`config.mk`:
```
export PLATFORM = sky130hd
export DESIGN_NAME = fftb_scale
export DESIGN_NICKNAME = d
export VERILOG_FILES = /design/src/fftb_pkg.sv /design/src/fftb_scale.sv
export SDC_FILE = /design/constraint.sdc
export NUM_CORES = 2
export LEC_CHECK = 0
export ABC_AREA = 1
export BUFFER_PORTS_ARGS = -buffer_cell sky130_fd_sc_hd__buf_4
export CORE_MARGIN = 2
export CORE_UTILIZATION = 44
export CTS_BUF_LIST = sky130_fd_sc_hd__clkbuf_8
export DETAILED_ROUTE_END_ITERATION = 12
export SLEW_MARGIN = 20
export SYNTH_ARGS = -nofsm -noshare
export SYNTH_HDL_FRONTEND = slang
export SYNTH_SLANG_ARGS = --single-unit
```
`constraint.sdc`:
```
create_clock -name clk_i -period 5.1 [get_ports clk_i]
set_input_delay 1.02 -clock clk_i [delete_from_list [all_inputs] [get_ports clk_i]]
set_output_delay 1.02 -clock clk_i [all_outputs]
set_load 0.05 [all_outputs]
```
`src/fftb_pkg.sv`:
```
package fftb_pkg;

  // Transform size and length of the twiddle sequence. The transform size is
  // taken to be a power of two of at least eight.
  localparam int unsigned FFT_SIZE      = 1024;
  localparam int unsigned TWIDDLE_COUNT = 512;

  localparam int unsigned LOG2N    = $clog2(FFT_SIZE);
  localparam int unsigned CNT_W    = (TWIDDLE_COUNT > 1) ? $clog2(TWIDDLE_COUNT) : 1;
  localparam int unsigned KEXT_W   = (CNT_W > LOG2N) ? CNT_W : LOG2N;
  localparam int unsigned TW_QTR   = FFT_SIZE / 4;
  localparam int unsigned TW_IDX_W = LOG2N - 2;

  // Datapath widths.
  localparam int unsigned SAMPLE_W = 16;
  localparam int unsigned PROD_W   = 2 * SAMPLE_W;
  localparam int unsigned SUM_W    = 27;
  localparam int unsigned SCALE_W  = 18;
  localparam int unsigned SCALED_W = SUM_W + SCALE_W;
  localparam int unsigned FRAC_W   = 23;

  // 1/sqrt(2) in Q1.17.
  localparam logic signed [SCALE_W-1:0] INV_SQRT2 = 18'sd92681;
  localparam logic signed [SAMPLE_W-1:0] CLIP_MAX = 16'sd32767;
  localparam logic signed [SAMPLE_W-1:0] CLIP_MIN = -16'sd32767;

  typedef struct packed {
    logic signed [SAMPLE_W-1:0] im;
    logic signed [SAMPLE_W-1:0] re;
  } cplx16_t;

  typedef struct packed {
    logic    last;
    cplx16_t b;
    cplx16_t a;
  } in_item_t;

  typedef struct packed {
    logic    last;
    cplx16_t w;
    cplx16_t b;
    cplx16_t a;
  } tw_item_t;

  typedef struct packed {
    logic                    last;
    logic signed [SUM_W-1:0] di;
    logic signed [SUM_W-1:0] dr;
    logic signed [SUM_W-1:0] si;
    logic signed [SUM_W-1:0] sr;
  } sum_item_t;

  typedef struct packed {
    logic    last;
    cplx16_t diff;
    cplx16_t sum;
  } out_item_t;

  // One quarter-wave ROM entry: cosine and sine magnitudes in Q2.14.
  typedef struct packed {
    logic [SAMPLE_W-1:0] s;
    logic [SAMPLE_W-1:0] c;
  } tw_entry_t;

  typedef tw_entry_t [TW_QTR-1:0] tw_rom_t;

  localparam logic [63:0] LO32       = 64'h0000_0000_FFFF_FFFF;
  localparam logic [63:0] ONE_Q60    = 64'h1000_0000_0000_0000;
  localparam logic [63:0] HALF_PI_Q60 = 64'h1921_FB54_442D_1846;

  // Quotient and remainder of pi/2 in Q60 by the transform size.
  localparam logic [63:0] HALF_PI_DIV_N = HALF_PI_Q60 >> LOG2N;
  localparam logic [63:0] HALF_PI_MOD_N = HALF_PI_Q60 & 64'(FFT_SIZE - 1);

  // (a*b) >> 60 for operands below 2^62, built from 32-bit partial products.
  function automatic logic [63:0] mul_q60(logic [63:0] a, logic [63:0] b);
    logic [63:0] al, ah, bl, bh, ll, lh, hl, hh, mid, lo, hi;
    al  = a & LO32;
    ah  = a >> 32;
    bl  = b & LO32;
    bh  = b >> 32;
    ll  = al * bl;
    lh  = al * bh;
    hl  = ah * bl;
    hh  = ah * bh;
    mid = (ll >> 32) + (lh & LO32) + (hl & LO32);
    lo  = (ll & LO32) | (mid << 32);
    hi  = hh + (lh >> 32) + (hl >> 32) + (mid >> 32);
    return (hi << 4) | (lo >> 60);
  endfunction

  // Unsigned quotient by shift and subtract; only used while the ROM is built.
  function automatic logic [63:0] udiv64(logic [63:0] num, logic [63:0] den);
    logic [63:0] quo, rem;
    quo = '0;
    rem = '0;
    for (int j = 63; j >= 0; j--) begin
      rem = {rem[62:0], num[j]};
      if (rem >= den) begin
        rem    = rem - den;
        quo[j] = 1'b1;
      end
    end
    return quo;
  endfunction

  function automatic logic [SAMPLE_W-1:0] q60_to_q14(logic [63:0] v);
    logic [63:0] t;
    t = (v + (64'd1 << 45)) >> 46;
    if (v[63]) begin
      return '0;
    end
    return t[SAMPLE_W-1:0];
  endfunction

  // First-quadrant cosine and sine for angle r*pi/(2*FFT_SIZE), r below FFT_SIZE,
  // evaluated at elaboration by a Taylor series in Q60.
  function automatic tw_entry_t twiddle_entry(logic [63:0] r);
    logic [63:0] theta, x2, cs, ct, sn, st, dc, ds;
    tw_entry_t   e;
    theta = HALF_PI_DIV_N * r + ((HALF_PI_MOD_N * r) >> LOG2N);
    x2    = mul_q60(theta, theta);
    cs    = ONE_Q60;
    ct    = ONE_Q60;
    sn    = theta;
    st    = theta;
    for (int i = 1; i <= 24; i++) begin
      dc = 64'((2 * i - 1) * (2 * i));
      ds = 64'((2 * i) * (2 * i + 1));
      ct = udiv64(mul_q60(ct, x2), dc);
      st = udiv64(mul_q60(st, x2), ds);
      if ((i & 1) == 1) begin
        cs = cs - ct;
        sn = sn - st;
      end else begin
        cs = cs + ct;
        sn = sn + st;
      end
    end
    e.c = q60_to_q14(cs);
    e.s = q60_to_q14(sn);
    return e;
  endfunction

  function automatic tw_rom_t build_tw_rom();
    tw_rom_t rom;
    for (int i = 0; i < TW_QTR; i++) begin
      rom[i] = twiddle_entry(64'(4 * i));
    end
    return rom;
  endfunction

endpackage

```
`src/fftb_scale.sv`:
```
module fftb_scale (
  input  logic                clk_i,
  input  logic                rst_ni,
  input  logic                in_valid_i,
  output logic                in_ready_o,
  input  fftb_pkg::sum_item_t in_item_i,
  output logic                out_valid_o,
  input  logic                out_ready_i,
  output fftb_pkg::out_item_t out_item_o
);
  import fftb_pkg::*;

  logic                       vm_q, vo_q;
  logic                       rdy_m, rdy_o;
  logic signed [SCALED_W-1:0] m_sr_q, m_si_q, m_dr_q, m_di_q;
  logic                       last_q;
  out_item_t                  oo_q, oo_d;

  // Round half to even at the binary point below bit 23, then clip to +-32767.
  function automatic logic signed [SAMPLE_W-1:0] round_clip(
    logic signed [SCALED_W-1:0] x
  );
    localparam int unsigned QW = SCALED_W - FRAC_W;
    logic signed [QW-1:0] q;
    logic signed [QW:0]   qr;
    logic                 inc;
    q   = x[SCALED_W-1:FRAC_W];
    inc = x[FRAC_W-1] && ((|x[FRAC_W-2:0]) || q[0]);
    qr  = $signed({q[QW-1], q}) + $signed({{QW{1'b0}}, inc});
    if (qr > $signed((QW + 1)'(CLIP_MAX))) begin
      return CLIP_MAX;
    end
    if (qr < $signed((QW + 1)'(CLIP_MIN))) begin
      return CLIP_MIN;
    end
    return qr[SAMPLE_W-1:0];
  endfunction

  assign rdy_o      = !vo_q || out_ready_i;
  assign rdy_m      = !vm_q || rdy_o;
  assign in_ready_o = rdy_m;

  always_ff @(posedge clk_i or negedge rst_ni) begin
    if (!rst_ni) begin
      vm_q <= 1'b0;
    end else if (rdy_m) begin
      vm_q <= in_valid_i;
    end
  end

  always_ff @(posedge clk_i) begin
    if (rdy_m && in_valid_i) begin
      m_sr_q <= in_item_i.sr * INV_SQRT2;
      m_si_q <= in_item_i.si * INV_SQRT2;
      m_dr_q <= in_item_i.dr * INV_SQRT2;
      m_di_q <= in_item_i.di * INV_SQRT2;
      last_q <= in_item_i.last;
    end
  end

  always_comb begin
    oo_d.sum.re  = round_clip(m_sr_q);
    oo_d.sum.im  = round_clip(m_si_q);
    oo_d.diff.re = round_clip(m_dr_q);
    oo_d.diff.im = round_clip(m_di_q);
    oo_d.last    = last_q;
  end

  always_ff @(posedge clk_i or negedge rst_ni) begin
    if (!rst_ni) begin
      vo_q <= 1'b0;
    end else if (rdy_o) begin
      vo_q <= vm_q;
    end
  end

  always_ff @(posedge clk_i) begin
    if (rdy_o && vm_q) begin
      oo_q <= oo_d;
    end
  end

  assign out_valid_o = vo_q;
  assign out_item_o  = oo_q;

endmodule
```
Yosys cells after proc, flatten, opt, wreduce, memory -nomap -nowiden
Index checks and enable logic that the tools add are counted.

Word-level logic and storage cells: 74. Register bits after elaboration: 248.

$add $sub $neg: 4. Multiply operators: 4. Muxes and demuxes: 28. Reduce and logical (&&, ||, !) cells: 18. Magnitude comparators: 8.

Operator list (count): $mux 16 (16); $mul 27x18->45 const B (4); $add 22x2->23 (4); $gt 23x16->1 const B (4); $lt 23x16->1 const B (4); $reduce_or 22->1 (4); $mux 1 (12); $logic_and 1x1->1 (6); $logic_or 1x1->1 (6); $logic_not 1->1 (2).

Depth between registers and ports, before layout
Depth in word-level cells: 9. Gate-level depth with buffers: 25. Depth with buffers taken out: 25.

Worst setup path before layout
OpenSTA, ideal clock, no wires.

Path kind: input to register. Start point: in out_ready_i. End point: reg last_q, enable pin. Setup time: 0.532 ns. Buffers on the path: 0. Data arrival time: 5.111 ns. Cell stages on the path: 4. Slack: -0.543 ns. Cells stage by stage: inv_1 nand3_1 nand2_1 inv_1.

Cells in the longest elaborated chain, start to end: 3.

RTL lines: start: declaration (RTL line fftb_scale.sv:8) `input logic out_ready_i,`; $logic_or 1x1->1 (RTL line fftb_scale.sv:39) `assign rdy_o = !vo_q || out_ready_i;`; $logic_or 1x1->1 (RTL line fftb_scale.sv:40) `assign rdy_m = !vm_q || rdy_o;`; named net in_ready_o (RTL line fftb_scale.sv:5) `output logic in_ready_o,`; $logic_and 1x1->1 (RTL line fftb_scale.sv:52) `if (rdy_m && in_valid_i) begin`; end signal: assignment (RTL line fftb_scale.sv:57) `last_q <= in_item_i.last;`; end: declaration (RTL line fftb_scale.sv:16) `logic last_q;`.

The timed path passes the listed nets, and every way through them passes these cells. A chain may end at the register's enable or synchronous reset.

Worst setup path after layout
Start point: in in_item_i[19] in the netlist's numbering. End point: reg m_sr_q[40], data pin.

Cells in the longest elaborated chain, start to end: 1.

RTL lines: start: declaration (RTL line fftb_scale.sv:6) `input fftb_pkg::sum_item_t in_item_i,`; $mul 27x18->45 (RTL line fftb_scale.sv:53) `m_sr_q <= in_item_i.sr * INV_SQRT2;`; end signal: assignment (RTL line fftb_scale.sv:53); end: declaration (RTL line fftb_scale.sv:15) `logic signed [SCALED_W-1:0] m_sr_q, m_si_q, m_dr_q, m_di_q;`.

Every way passes these cells.

==> summary.txt <==
Vias in the first global route - 37400
Top cells by area, synth - fa_1 (24%), ha_1 (23%), edfxtp_1 (16%)
Routed via count - 36700
Ports - 180
Syn Inst Count - 5319
Hold WS - 97.0 ps
Area grow syn2layout - 28.9%
Crit share post-route - 1.00
Clk sinks - 248
Placement Rows - 117
Slew HR - 0.387
# DRC - 0
Root Buffer - clkbuf_8
Clk_lat worst skew - 710 ps
Slew Limit Fails - 0
Clock transition at path regs - 70 ps
Total Nets Final - 7701
Layout cells sized above 1 - 0.252
Synth Register Bits - 248
Yosys top cell by area - fa_1
Crit-path max FO - 6
Syn Nets - 6790
Outcome - complete, but fails checks
Synth Warn # - 0
Post-Syn Area per Cell - 8.45 um^2
Class of the worst hold path - input port to asynchronous set/reset pin
Final WL - 122000 um
GPL Wtd Cong - 0.984
DPL Wire Length - 108000 um
Via density per instance - 4.81
Min Tclk post-route - 5110 ps
# fillers - 9275
Input/output buffers - 179
Cell Area, Placed - 55200 um^2
Setup Crit Path Kind - input port to flop
Synth top cells by count - inv_1 (1459), nand2_1 (853), ha_1 (816)
Final setup violation count - 1
CTS tree - yes
CORE AREA - 101000 um^2
Worst setup margin - -9.77 ps
Finished Cell Area - 57900 um^2
Startpoint Class - input port
Main synth FF type - edfxtp_1
Violated checks - setup timing
Sequential area share after synthesis - 0.166
Starting Density - 0.443
Async SR Flop Fraction - 0.00806
Hold_buf cts - 0
Total GRT Usage - 0.238
MaxCap Viol Count - 0
Number of synthesized flops with an enable pin - 246
Most common cell in the synthesized netlist - inv_1
Cts bufs inserted - 51
Clk_skew - 59.0 ps
Initial drt markers - 1846
Synth cell types - 41
ANT nets after route - 0
First-pass GRT wire length - 197000 um
Yosys top cell area share - 0.242
Initial antenna violation count - 3
Final Util - 0.571
DIE WIDTH - 324 um
Syn Std Cell Area - 44900 um^2
CP Data Arrival Time - 5550 ps
Die Height - 324 um
RSZ-0062 raised after global routing - yes
First drt pass iteration count - 7
Clk buf depth - 3
Grt total ovfl - 0
CP Data Required Time - 5540 ps
Fmax - 0.196 GHz
Worst Max-Slew Pin Slew - 917 ps
Cells on worst reg2reg path - 11
Wire per inst - 16.0 um
H-tree Lvls - 2
Final hold violation count - 0
Die ar. - 105000 um^2
Capturing element type of the critical path - flop
Largest net degree at the start of global routing - 52
critical path: stages:
cell	delay (ps)
buf_4	160
ha_4	270
inv_1	40
fa_1	470
inv_1	50
fa_1	520
fa_1	440
fa_1	490
inv_1	50
fa_1	490
inv_2	50
ha_4	290
nand2_1	70
buf_4	140
nor2_4	120
inv_2	60
nor2_2	120
inv_2	60
nor3_4	270
nand3_2	170
nand4_1	120
xor2_1	70
area by class of cell:
type | count | area (um^2) | area share
antenna | 1 | 2.50 | 0.0000432
clock buffer | 51 | 702 | 0.0121
multi-input combinational | 3603 | 35300 | 0.610
tap | 1368 | 1710 | 0.0296
sequential | 248 | 7440 | 0.128
clock inverter | 43 | 429 | 0.00741
inverter | 1459 | 5480 | 0.0947
timing repair buffer | 867 | 6810 | 0.118
through the flow:
step           cells  TNS [ps]  worst slack [ps]
6_report        7640     -9.77             -9.77
5_1_grt         7640      -850              -109
4_1_cts         7621         0              3.51
2_1_floorplan   5319     -3260              -159
3_3_place_gp    7526    -62180              -809
3_5_place_dp    7527    -63270              -802
sequential cells by signal, indices dropped and copies added (netlist names):
| signal | cells |
|---|---|
| vm_q | 1 |
| m_sr_q | 45 |
| out_valid_o | 1 |
| m_si_q | 45 |
| last_q | 1 |
| m_dr_q | 45 |
| out_item_o | 65 |
| m_di_q | 45 |
path summary, 6_finish.rpt:
path,startpoint,end,slack (ps)
worst max-delay path,in_item_i[19],m_sr_q[40]$_DFFE_PP_,-10
worst min-delay path,rst_ni,vm_q$_DFFE_PN0N_,100
worst max register to register,m_di_q[23]$_DFFE_PP_,out_item_o[52]$_SDFFCE_PP1P_,2070
worst min register to register,last_q$_DFFE_PP_,out_item_o[64]$_DFFE_PP_,440
max in group asynchronous,rst_ni,out_valid_o$_DFFE_PN0P_,4910
min in group clk_i,last_q$_DFFE_PP_,out_item_o[64]$_DFFE_PP_,440
metal layers:
metal,wire (um),global-route usage
met3,4810,0.0246
met2,56100,0.385
met4,2160,0.0481
met5,0,0
met1,59300,0.345
cell families after synthesis:
kind of cell    Yosys count  share of synthesized area
compound gates          455                     0.0587
xor+xnor                173                     0.0337
fa+ha+maj              1358                      0.469
buf+inv                1468                      0.124
flops                   248                      0.166
simple gates           1617                      0.149
layout by cell type (no fill, tap or decap), types with 51 or more instances in the layout:
cell,Yosys,routed
inv_1,1459,1380
buf_4,3,826
nand2_1,853,784
ha_1,816,685
fa_1,542,527
nor2_1,436,347
edfxtp_1,246,246
nand3_1,167,147
xor2_1,131,127
ha_4,0,122
a21oi_1,177,118
inv_2,0,85
nand2_2,29,79
nor2_2,7,69
o21ai_0,121,52
o21ai_1,2,52
clkbuf_8,0,51
timing repair:
action	CTS	global route
endpoints found under the hold margin	0	0
gates cloned	0	0
pin swaps	0	170
resized for setup	1	359
setup buffers	0	18
endpoints found under the setup margin	1	80
Power is left out: the tool's default activity adds up to more than one toggle a clock period on the data nets, which glitch-free logic cannot reach.
