`src/fftb_pkg.sv`:
```
package fftb_pkg;

  // Transform size and length of the twiddle sequence. The transform size is
  // taken to be a power of two of at least eight.
  localparam int unsigned FFT_SIZE      = 1024;
  localparam int unsigned TWIDDLE_COUNT = 512;

  localparam int unsigned LOG2N    = $clog2(FFT_SIZE);
  localparam int unsigned CNT_W    = (TWIDDLE_COUNT > 1) ? $clog2(TWIDDLE_COUNT) : 1;
  localparam int unsigned KEXT_W   = (CNT_W > LOG2N) ? CNT_W : LOG2N;
  localparam int unsigned TW_QTR   = FFT_SIZE / 4;
  localparam int unsigned TW_IDX_W = LOG2N - 2;

  // Datapath widths.
  localparam int unsigned SAMPLE_W = 16;
  localparam int unsigned PROD_W   = 2 * SAMPLE_W;
  localparam int unsigned SUM_W    = 27;
  localparam int unsigned SCALE_W  = 18;
  localparam int unsigned SCALED_W = SUM_W + SCALE_W;
  localparam int unsigned FRAC_W   = 23;

  // 1/sqrt(2) in Q1.17.
  localparam logic signed [SCALE_W-1:0] INV_SQRT2 = 18'sd92681;
  localparam logic signed [SAMPLE_W-1:0] CLIP_MAX = 16'sd32767;
  localparam logic signed [SAMPLE_W-1:0] CLIP_MIN = -16'sd32767;

  typedef struct packed {
    logic signed [SAMPLE_W-1:0] im;
    logic signed [SAMPLE_W-1:0] re;
  } cplx16_t;

  typedef struct packed {
    logic    last;
    cplx16_t b;
    cplx16_t a;
  } in_item_t;

  typedef struct packed {
    logic    last;
    cplx16_t w;
    cplx16_t b;
    cplx16_t a;
  } tw_item_t;

  typedef struct packed {
    logic                    last;
    logic signed [SUM_W-1:0] di;
    logic signed [SUM_W-1:0] dr;
    logic signed [SUM_W-1:0] si;
    logic signed [SUM_W-1:0] sr;
  } sum_item_t;

  typedef struct packed {
    logic    last;
    cplx16_t diff;
    cplx16_t sum;
  } out_item_t;

  // One quarter-wave ROM entry: cosine and sine magnitudes in Q2.14.
  typedef struct packed {
    logic [SAMPLE_W-1:0] s;
    logic [SAMPLE_W-1:0] c;
  } tw_entry_t;

  typedef tw_entry_t [TW_QTR-1:0] tw_rom_t;

  localparam logic [63:0] LO32       = 64'h0000_0000_FFFF_FFFF;
  localparam logic [63:0] ONE_Q60    = 64'h1000_0000_0000_0000;
  localparam logic [63:0] HALF_PI_Q60 = 64'h1921_FB54_442D_1846;

  // Quotient and remainder of pi/2 in Q60 by the transform size.
  localparam logic [63:0] HALF_PI_DIV_N = HALF_PI_Q60 >> LOG2N;
  localparam logic [63:0] HALF_PI_MOD_N = HALF_PI_Q60 & 64'(FFT_SIZE - 1);

  // (a*b) >> 60 for operands below 2^62, built from 32-bit partial products.
  function automatic logic [63:0] mul_q60(logic [63:0] a, logic [63:0] b);
    logic [63:0] al, ah, bl, bh, ll, lh, hl, hh, mid, lo, hi;
    al  = a & LO32;
    ah  = a >> 32;
    bl  = b & LO32;
    bh  = b >> 32;
    ll  = al * bl;
    lh  = al * bh;
    hl  = ah * bl;
    hh  = ah * bh;
    mid = (ll >> 32) + (lh & LO32) + (hl & LO32);
    lo  = (ll & LO32) | (mid << 32);
    hi  = hh + (lh >> 32) + (hl >> 32) + (mid >> 32);
    return (hi << 4) | (lo >> 60);
  endfunction

  // Unsigned quotient by shift and subtract; only used while the ROM is built.
  function automatic logic [63:0] udiv64(logic [63:0] num, logic [63:0] den);
    logic [63:0] quo, rem;
    quo = '0;
    rem = '0;
    for (int j = 63; j >= 0; j--) begin
      rem = {rem[62:0], num[j]};
      if (rem >= den) begin
        rem    = rem - den;
        quo[j] = 1'b1;
      end
    end
    return quo;
  endfunction

  function automatic logic [SAMPLE_W-1:0] q60_to_q14(logic [63:0] v);
    logic [63:0] t;
    t = (v + (64'd1 << 45)) >> 46;
    if (v[63]) begin
      return '0;
    end
    return t[SAMPLE_W-1:0];
  endfunction

  // First-quadrant cosine and sine for angle r*pi/(2*FFT_SIZE), r below FFT_SIZE,
  // evaluated at elaboration by a Taylor series in Q60.
  function automatic tw_entry_t twiddle_entry(logic [63:0] r);
    logic [63:0] theta, x2, cs, ct, sn, st, dc, ds;
    tw_entry_t   e;
    theta = HALF_PI_DIV_N * r + ((HALF_PI_MOD_N * r) >> LOG2N);
    x2    = mul_q60(theta, theta);
    cs    = ONE_Q60;
    ct    = ONE_Q60;
    sn    = theta;
    st    = theta;
    for (int i = 1; i <= 24; i++) begin
      dc = 64'((2 * i - 1) * (2 * i));
      ds = 64'((2 * i) * (2 * i + 1));
      ct = udiv64(mul_q60(ct, x2), dc);
      st = udiv64(mul_q60(st, x2), ds);
      if ((i & 1) == 1) begin
        cs = cs - ct;
        sn = sn - st;
      end else begin
        cs = cs + ct;
        sn = sn + st;
      end
    end
    e.c = q60_to_q14(cs);
    e.s = q60_to_q14(sn);
    return e;
  endfunction

  function automatic tw_rom_t build_tw_rom();
    tw_rom_t rom;
    for (int i = 0; i < TW_QTR; i++) begin
      rom[i] = twiddle_entry(64'(4 * i));
    end
    return rom;
  endfunction

endpackage

```
`src/fftb_cmul.sv`:
```
module fftb_cmul (
  input  logic                clk_i,
  input  logic                rst_ni,
  input  logic                in_valid_i,
  output logic                in_ready_o,
  input  fftb_pkg::tw_item_t  in_item_i,
  output logic                out_valid_o,
  input  logic                out_ready_i,
  output fftb_pkg::sum_item_t out_item_o
);
  import fftb_pkg::*;

  logic                     vp_q, vs_q;
  logic                     rdy_p, rdy_s;
  logic signed [PROD_W-1:0] p_rr_q, p_ii_q, p_ri_q, p_ir_q;
  cplx16_t                  a_q;
  logic                     last_q;
  logic signed [PROD_W:0]   pr, pi;
  logic signed [SUM_W-1:0]  a6r, a6i, b6r, b6i;
  sum_item_t                os_q, os_d;

  assign rdy_s      = !vs_q || out_ready_i;
  assign rdy_p      = !vp_q || rdy_s;
  assign in_ready_o = rdy_p;

  always_ff @(posedge clk_i or negedge rst_ni) begin
    if (!rst_ni) begin
      vp_q <= 1'b0;
    end else if (rdy_p) begin
      vp_q <= in_valid_i;
    end
  end

  // Four partial products of b times W.
  always_ff @(posedge clk_i) begin
    if (rdy_p && in_valid_i) begin
      p_rr_q <= in_item_i.b.re * in_item_i.w.re;
      p_ii_q <= in_item_i.b.im * in_item_i.w.im;
      p_ri_q <= in_item_i.b.re * in_item_i.w.im;
      p_ir_q <= in_item_i.b.im * in_item_i.w.re;
      a_q    <= in_item_i.a;
      last_q <= in_item_i.last;
    end
  end

  // bW is floor-shifted by eight bits; a is brought to the same Q-scale.
  always_comb begin
    pr  = $signed({p_rr_q[PROD_W-1], p_rr_q}) - $signed({p_ii_q[PROD_W-1], p_ii_q});
    pi  = $signed({p_ri_q[PROD_W-1], p_ri_q}) + $signed({p_ir_q[PROD_W-1], p_ir_q});
    b6r = SUM_W'($signed(pr[PROD_W:8]));
    b6i = SUM_W'($signed(pi[PROD_W:8]));
    a6r = SUM_W'($signed({a_q.re, 6'b0}));
    a6i = SUM_W'($signed({a_q.im, 6'b0}));
    os_d.sr   = a6r + b6r;
    os_d.si   = a6i + b6i;
    os_d.dr   = a6r - b6r;
    os_d.di   = a6i - b6i;
    os_d.last = last_q;
  end

  always_ff @(posedge clk_i or negedge rst_ni) begin
    if (!rst_ni) begin
      vs_q <= 1'b0;
    end else if (rdy_s) begin
      vs_q <= vp_q;
    end
  end

  always_ff @(posedge clk_i) begin
    if (rdy_s && vp_q) begin
      os_q <= os_d;
    end
  end

  assign out_valid_o = vs_q;
  assign out_item_o  = os_q;

endmodule

```
`config.mk`:
```
export PLATFORM = sky130hd
export DESIGN_NAME = fftb_cmul
export DESIGN_NICKNAME = d
export VERILOG_FILES = /design/src/fftb_pkg.sv /design/src/fftb_cmul.sv
export SDC_FILE = /design/constraint.sdc
export NUM_CORES = 2
export LEC_CHECK = 0
export BUFFER_PORTS_ARGS = -buffer_cell sky130_fd_sc_hd__buf_2
export CELL_PAD_IN_SITES_DETAIL_PLACEMENT = 1
export CELL_PAD_IN_SITES_GLOBAL_PLACEMENT = 1
export CORE_ASPECT_RATIO = 1.75
export CORE_MARGIN = 1
export CORE_UTILIZATION = 35
export DETAILED_ROUTE_END_ITERATION = 16
export GPL_TIMING_DRIVEN = 0
export HOLD_SLACK_MARGIN = 0.1
export PLACE_DENSITY = 0.68
export SYNTH_ARGS = -nofsm -noshare
export SYNTH_HDL_FRONTEND = slang
export SYNTH_SLANG_ARGS = --single-unit
```
`constraint.sdc`:
```
create_clock -name clk_i -period 6.3 [get_ports clk_i]
set_input_delay 1.26 -clock clk_i [delete_from_list [all_inputs] [get_ports clk_i]]
set_output_delay 1.26 -clock clk_i [all_outputs]
set_load 0.01 [all_outputs]
```
### After elaboration in Yosys (flattened, before gate mapping)

Index checks and enable logic that the tools add are counted.

* bits in registers: 272
* input bits: 101
* output and inout bits: 111
* word-level logic and storage cells: 30

* $add $sub $neg: 6
* multiply operators: 4
* reduce and logical (&&, ||, !) cells: 6

Operator list (count)
* $mul 16x16->32: 4
* $add 22x25->26: 2
* $sub 22x25->26: 2
* $add 32x32->33: 1
* $sub 32x32->33: 1
* $logic_and 1x1->1: 2
* $logic_not 1->1: 2
* $logic_or 1x1->1: 2

### Depth between registers and ports, before layout

* depth after elaboration: 4
* mapped depth: 26
* mapped depth without buffers: 25

### Worst setup path after synthesis

No wires, ideal clock.

* path kind: input to register
* from: input port in_item_i[58] (netlist name)
* to: register p_ir_q[25], data pin
* setup time: 0.269 ns
* arrival time: 7.203 ns
* data required time: 6.031 ns
* slack: -1.172 ns
* cell stages on the path: 21
* path buffers: 1
* cells stage by stage: clkbuf_1 > nand2_1 > fa_1 > fa_1 > fa_1 > fa_1 > inv_1 > fa_1 > fa_1 > ha_1 > a21o_1 > a21oi_1 > nor2b_1 > o21a_1 > a311oi_1 > o21ai_0 > a31o_2 > a31oi_1 > nor4b_1 > or3_1 > nand3_1

* word-level cells in the longest chain between the ends: 1

RTL lines
* start: declaration: line fftb_cmul.sv:6 `input fftb_pkg::tw_item_t in_item_i,`
* $mul 16x16->32: line fftb_cmul.sv:40 `p_ir_q <= in_item_i.b.im * in_item_i.w.re;`
* end signal: assignment: line fftb_cmul.sv:40
* end: declaration: line fftb_cmul.sv:15 `logic signed [PROD_W-1:0] p_rr_q, p_ii_q, p_ri_q, p_ir_q;`

No other way between the ends.
A chain may end at the register's enable or synchronous reset.

### Worst setup path in the final report

* from: input port in_item_i[49] (netlist name)
* to: register p_ii_q[31], data pin

* word-level cells in the longest chain between the ends: 1

RTL lines
* $mul 16x16->32: line fftb_cmul.sv:38 `p_ii_q <= in_item_i.b.im * in_item_i.w.im;`
* end signal: assignment: line fftb_cmul.sv:38
* end: declaration: line fftb_cmul.sv:15

No other way between the ends.

==> flow_metrics.py <==
metrics = {
    "synthesis": {
        "syn_area_per_cell_sq_um": 9.66,
        "yosysWarnings": 0,
        "ys_top_cells_by_area": "fa_1, edfxtp_1, ha_1",
        "yosysTopAreaCell": "fa_1",
        "yosysSeqAreaShare_pct": 14.8,
        "synthFlopType": "edfxtp_1",
        "synth.most_common_cell": "inv_1",
        "synth_edf_count": 264,
        "synthArstFlopShare_pct": 0.752,
        "synth_commonest_cells": "inv_1, fa_1, nand2_1, and2_1, ha_1",
        "syn_area_sq_um": 53800,
        "ys_ff_latch": 266,
        "synth_nets": 7189,
        "synth_top_area_share_pct": 39.1,
        "synthDistinctLibCells": 79,
        "syn_inst": 5568,
    },
    "finish": {
        "design_area_sq_um": 65300,
        "nets": 7645,
        "drive_gt1_share_pct": 17.3,
        "area_growth_pct": 21.5,
        "seqCellArea_sq_um": 7980,
        "multi_input_area_sq_um": 42300,
        "n_fill_cell": 16900,
    },
    "run": {
        "drv_cap": 0,
    },
    "setup_path": {
        "endpoint_kind": "register",
        "critPathArrivalTime_ps": 7360,
        "cp_data_required_time_ps": 6670,
        "critPathKind": "primary input to register",
        "path_max_fanout": 10,
        "start_kind": "primary input",
    },
    "route": {
        "drtAntennaViolNets": 0,
        "drc": 0,
        "drtPass1Iterations": 7,
        "num_vias": 40900,
        "viasPerCell": 5.06,
        "drtIter0Drc": 1966,
        "drt-total-wl_mm": 194,
        "wl_per_cell_microns": 24.1,
    },
    "clock_tree": {
        "tritoncts": "done",
        "clk_latency_ps": 660,
        "cts.clk_slew.worst_paths_ps": 70,
        "clk_path_buf_depth": 3,
        "clockRootBuffer": "clkbuf_16",
        "htree_levels": 1,
        "numCtsBuffers": 30,
        "clock-sinks": 266,
    },
    "global_routing": {
        "grt-ovfl-total": 0,
        "grt_pass1_vias": 46500,
        "grt_pass1_wl_mm": 286,
        "antenna_found_initial": 29,
        "grt_use_total_pct": 25.0,
        "grt_max_degree": 68,
    },
    "timing": {
        "period_share_pct": 111,
        "setup_ws_ps": -687,
        "report.final.slew_viol_count": 0,
        "fin_worst_skew_ps": 37.6,
        "hold_viol": 0,
        "period_needed_ps": 6990,
        "whs_ps": 410,
        "tightestPinTransition_ps": 1060,
        "final.setup.tns_ps": -12110,
        "rsz0062_at_grt": "true",
        "maxSlewHeadroom_pct": 28.8,
        "setup_viol": 42,
        "max_freq_ghz": 0.143,
    },
    "worst_hold_path": {
        "hold_class": "primary input to asynchronous set/reset pin",
    },
    "die": {
        "ios": 212,
        "core_sq_um": 152000,
        "die_h_microns": 520,
        "num_rows": 189,
        "dieArea_sq_um": 155000,
        "initial_utilization_pct": 35.4,
        "die_x_microns": 298,
    },
    "status": {
        "violations": "negative setup slack",
        "outcome": "complete, but fails checks",
    },
    "place": {
        "place_area_sq_um": 58500,
        "io_buffers": 211,
        "hpwl_mm": 154,
        "routabilityCongestion": 0.921,
    },
}
[worst max-delay path, stage by stage]
cell and delay [ps]:
buf_2 190, clkbuf_4 290, nor2_1 100, fa_1 520
fa_1 430, fa_1 510, fa_1 520, fa_1 500
inv_1 50, fa_1 500, inv_2 50, ha_4 210
a21o_1 180, a21o_1 160, a21oi_2 160, o21ai_2 80
o21bai_4 180, a22o_4 280, o211a_4 250, or3_4 340
a31o_2 230, a21oi_4 200, xnor2_4 150
[stage by stage]
step / util, % / std cells / setup WS (ps)
after global routing: 42.9 / 8062 / -798
after CTS: 41.6 / 7953 / -554
after detailed placement: 38.4 / 7788 / -2410
after global placement: 38.4 / 7784 / -2290
after floorplan: - / 5568 / -611
final: 42.9 / 8069 / -687
[sequential cells by signal, indices dropped and copies added (netlist names)]
| signal | count |
|---|---|
| out_item_o | 103 |
| p_ii_q | 32 |
| p_ir_q | 32 |
| p_ri_q | 32 |
| p_rr_q | 32 |
| a6i | 16 |
| a6r | 16 |
| last_q | 1 |
| out_valid_o | 1 |
| vp_q | 1 |
[final cells by class]
cell class | instances | area share (%)
diodes | 17 | 0.0651
plain buffers | 229 | 5.08
clock buffers | 33 | 1.20
clock inverters | 22 | 0.324
inverters | 1261 | 7.29
multi-input cells | 3812 | 64.8
flip-flops and latches | 266 | 12.2
well taps | 2005 | 3.84
repair buffers | 424 | 5.22
[per-layer routing]
layer  vias up  wire, microns  share of wire [%]  track usage (%)
met3       470           8970                4.6             3.10
met1     21400          64200                 33             25.4
met2      1066          98800                 51             44.4
met5         -            117              0.060                0
li1      17900              -                  -                -
met4        20          22300                 11             23.3
[cell families after synthesis]
kind of cell | Yosys count | share of synthesized area, %
fa+ha+maj | 1520 | 50.0
buf+inv | 1490 | 10.4
simple gates | 1490 | 13.7
flops | 266 | 14.8
xor+xnor | 259 | 4.22
mux | 3 | 0.0582
compound gates | 540 | 6.65
[repair_timing]
action,in CTS,in global routing
setup endpoints to repair,84,64
setup buffers,108,99
gates resized for setup,612,341
hold buffers,0,0
hold endpoints to repair,0,0
cloned,2,1
pin swaps,99,182
[layout by cell type (no fill, tap or decap), types with 162 or more instances in the layout]
cell type,count
inv_1,1219
fa_1,1004
nand2_1,531
and2_1,468
ha_1,426
edfxtp_1,264
buf_4,182
nor2_1,178
buf_2,165
xnor2_1,162
[path summary, 6_finish.rpt]
| path | slack, ps | cells after the start | start | endpoint |
|---|---|---|---|---|
| worst max-delay path | -690 | 23 | in_item_i[49] | p_ii_q[31] |
| worst min-delay path | 410 | 1 | rst_ni | out_valid_o |
| worst max register to register | 280 | 17 | p_ii_q[4] | out_item_o[77] |
| worst min register to register | 430 | 0 | last_q | out_item_o[108] |
| max in group asynchronous | 5800 | 1 | rst_ni | vp_q |
| min in group clk_i | 430 | 0 | last_q | out_item_o[108] |
Power is left out: the tool's default activity adds up to more than one toggle a clock period on the data nets, which glitch-free logic cannot reach.
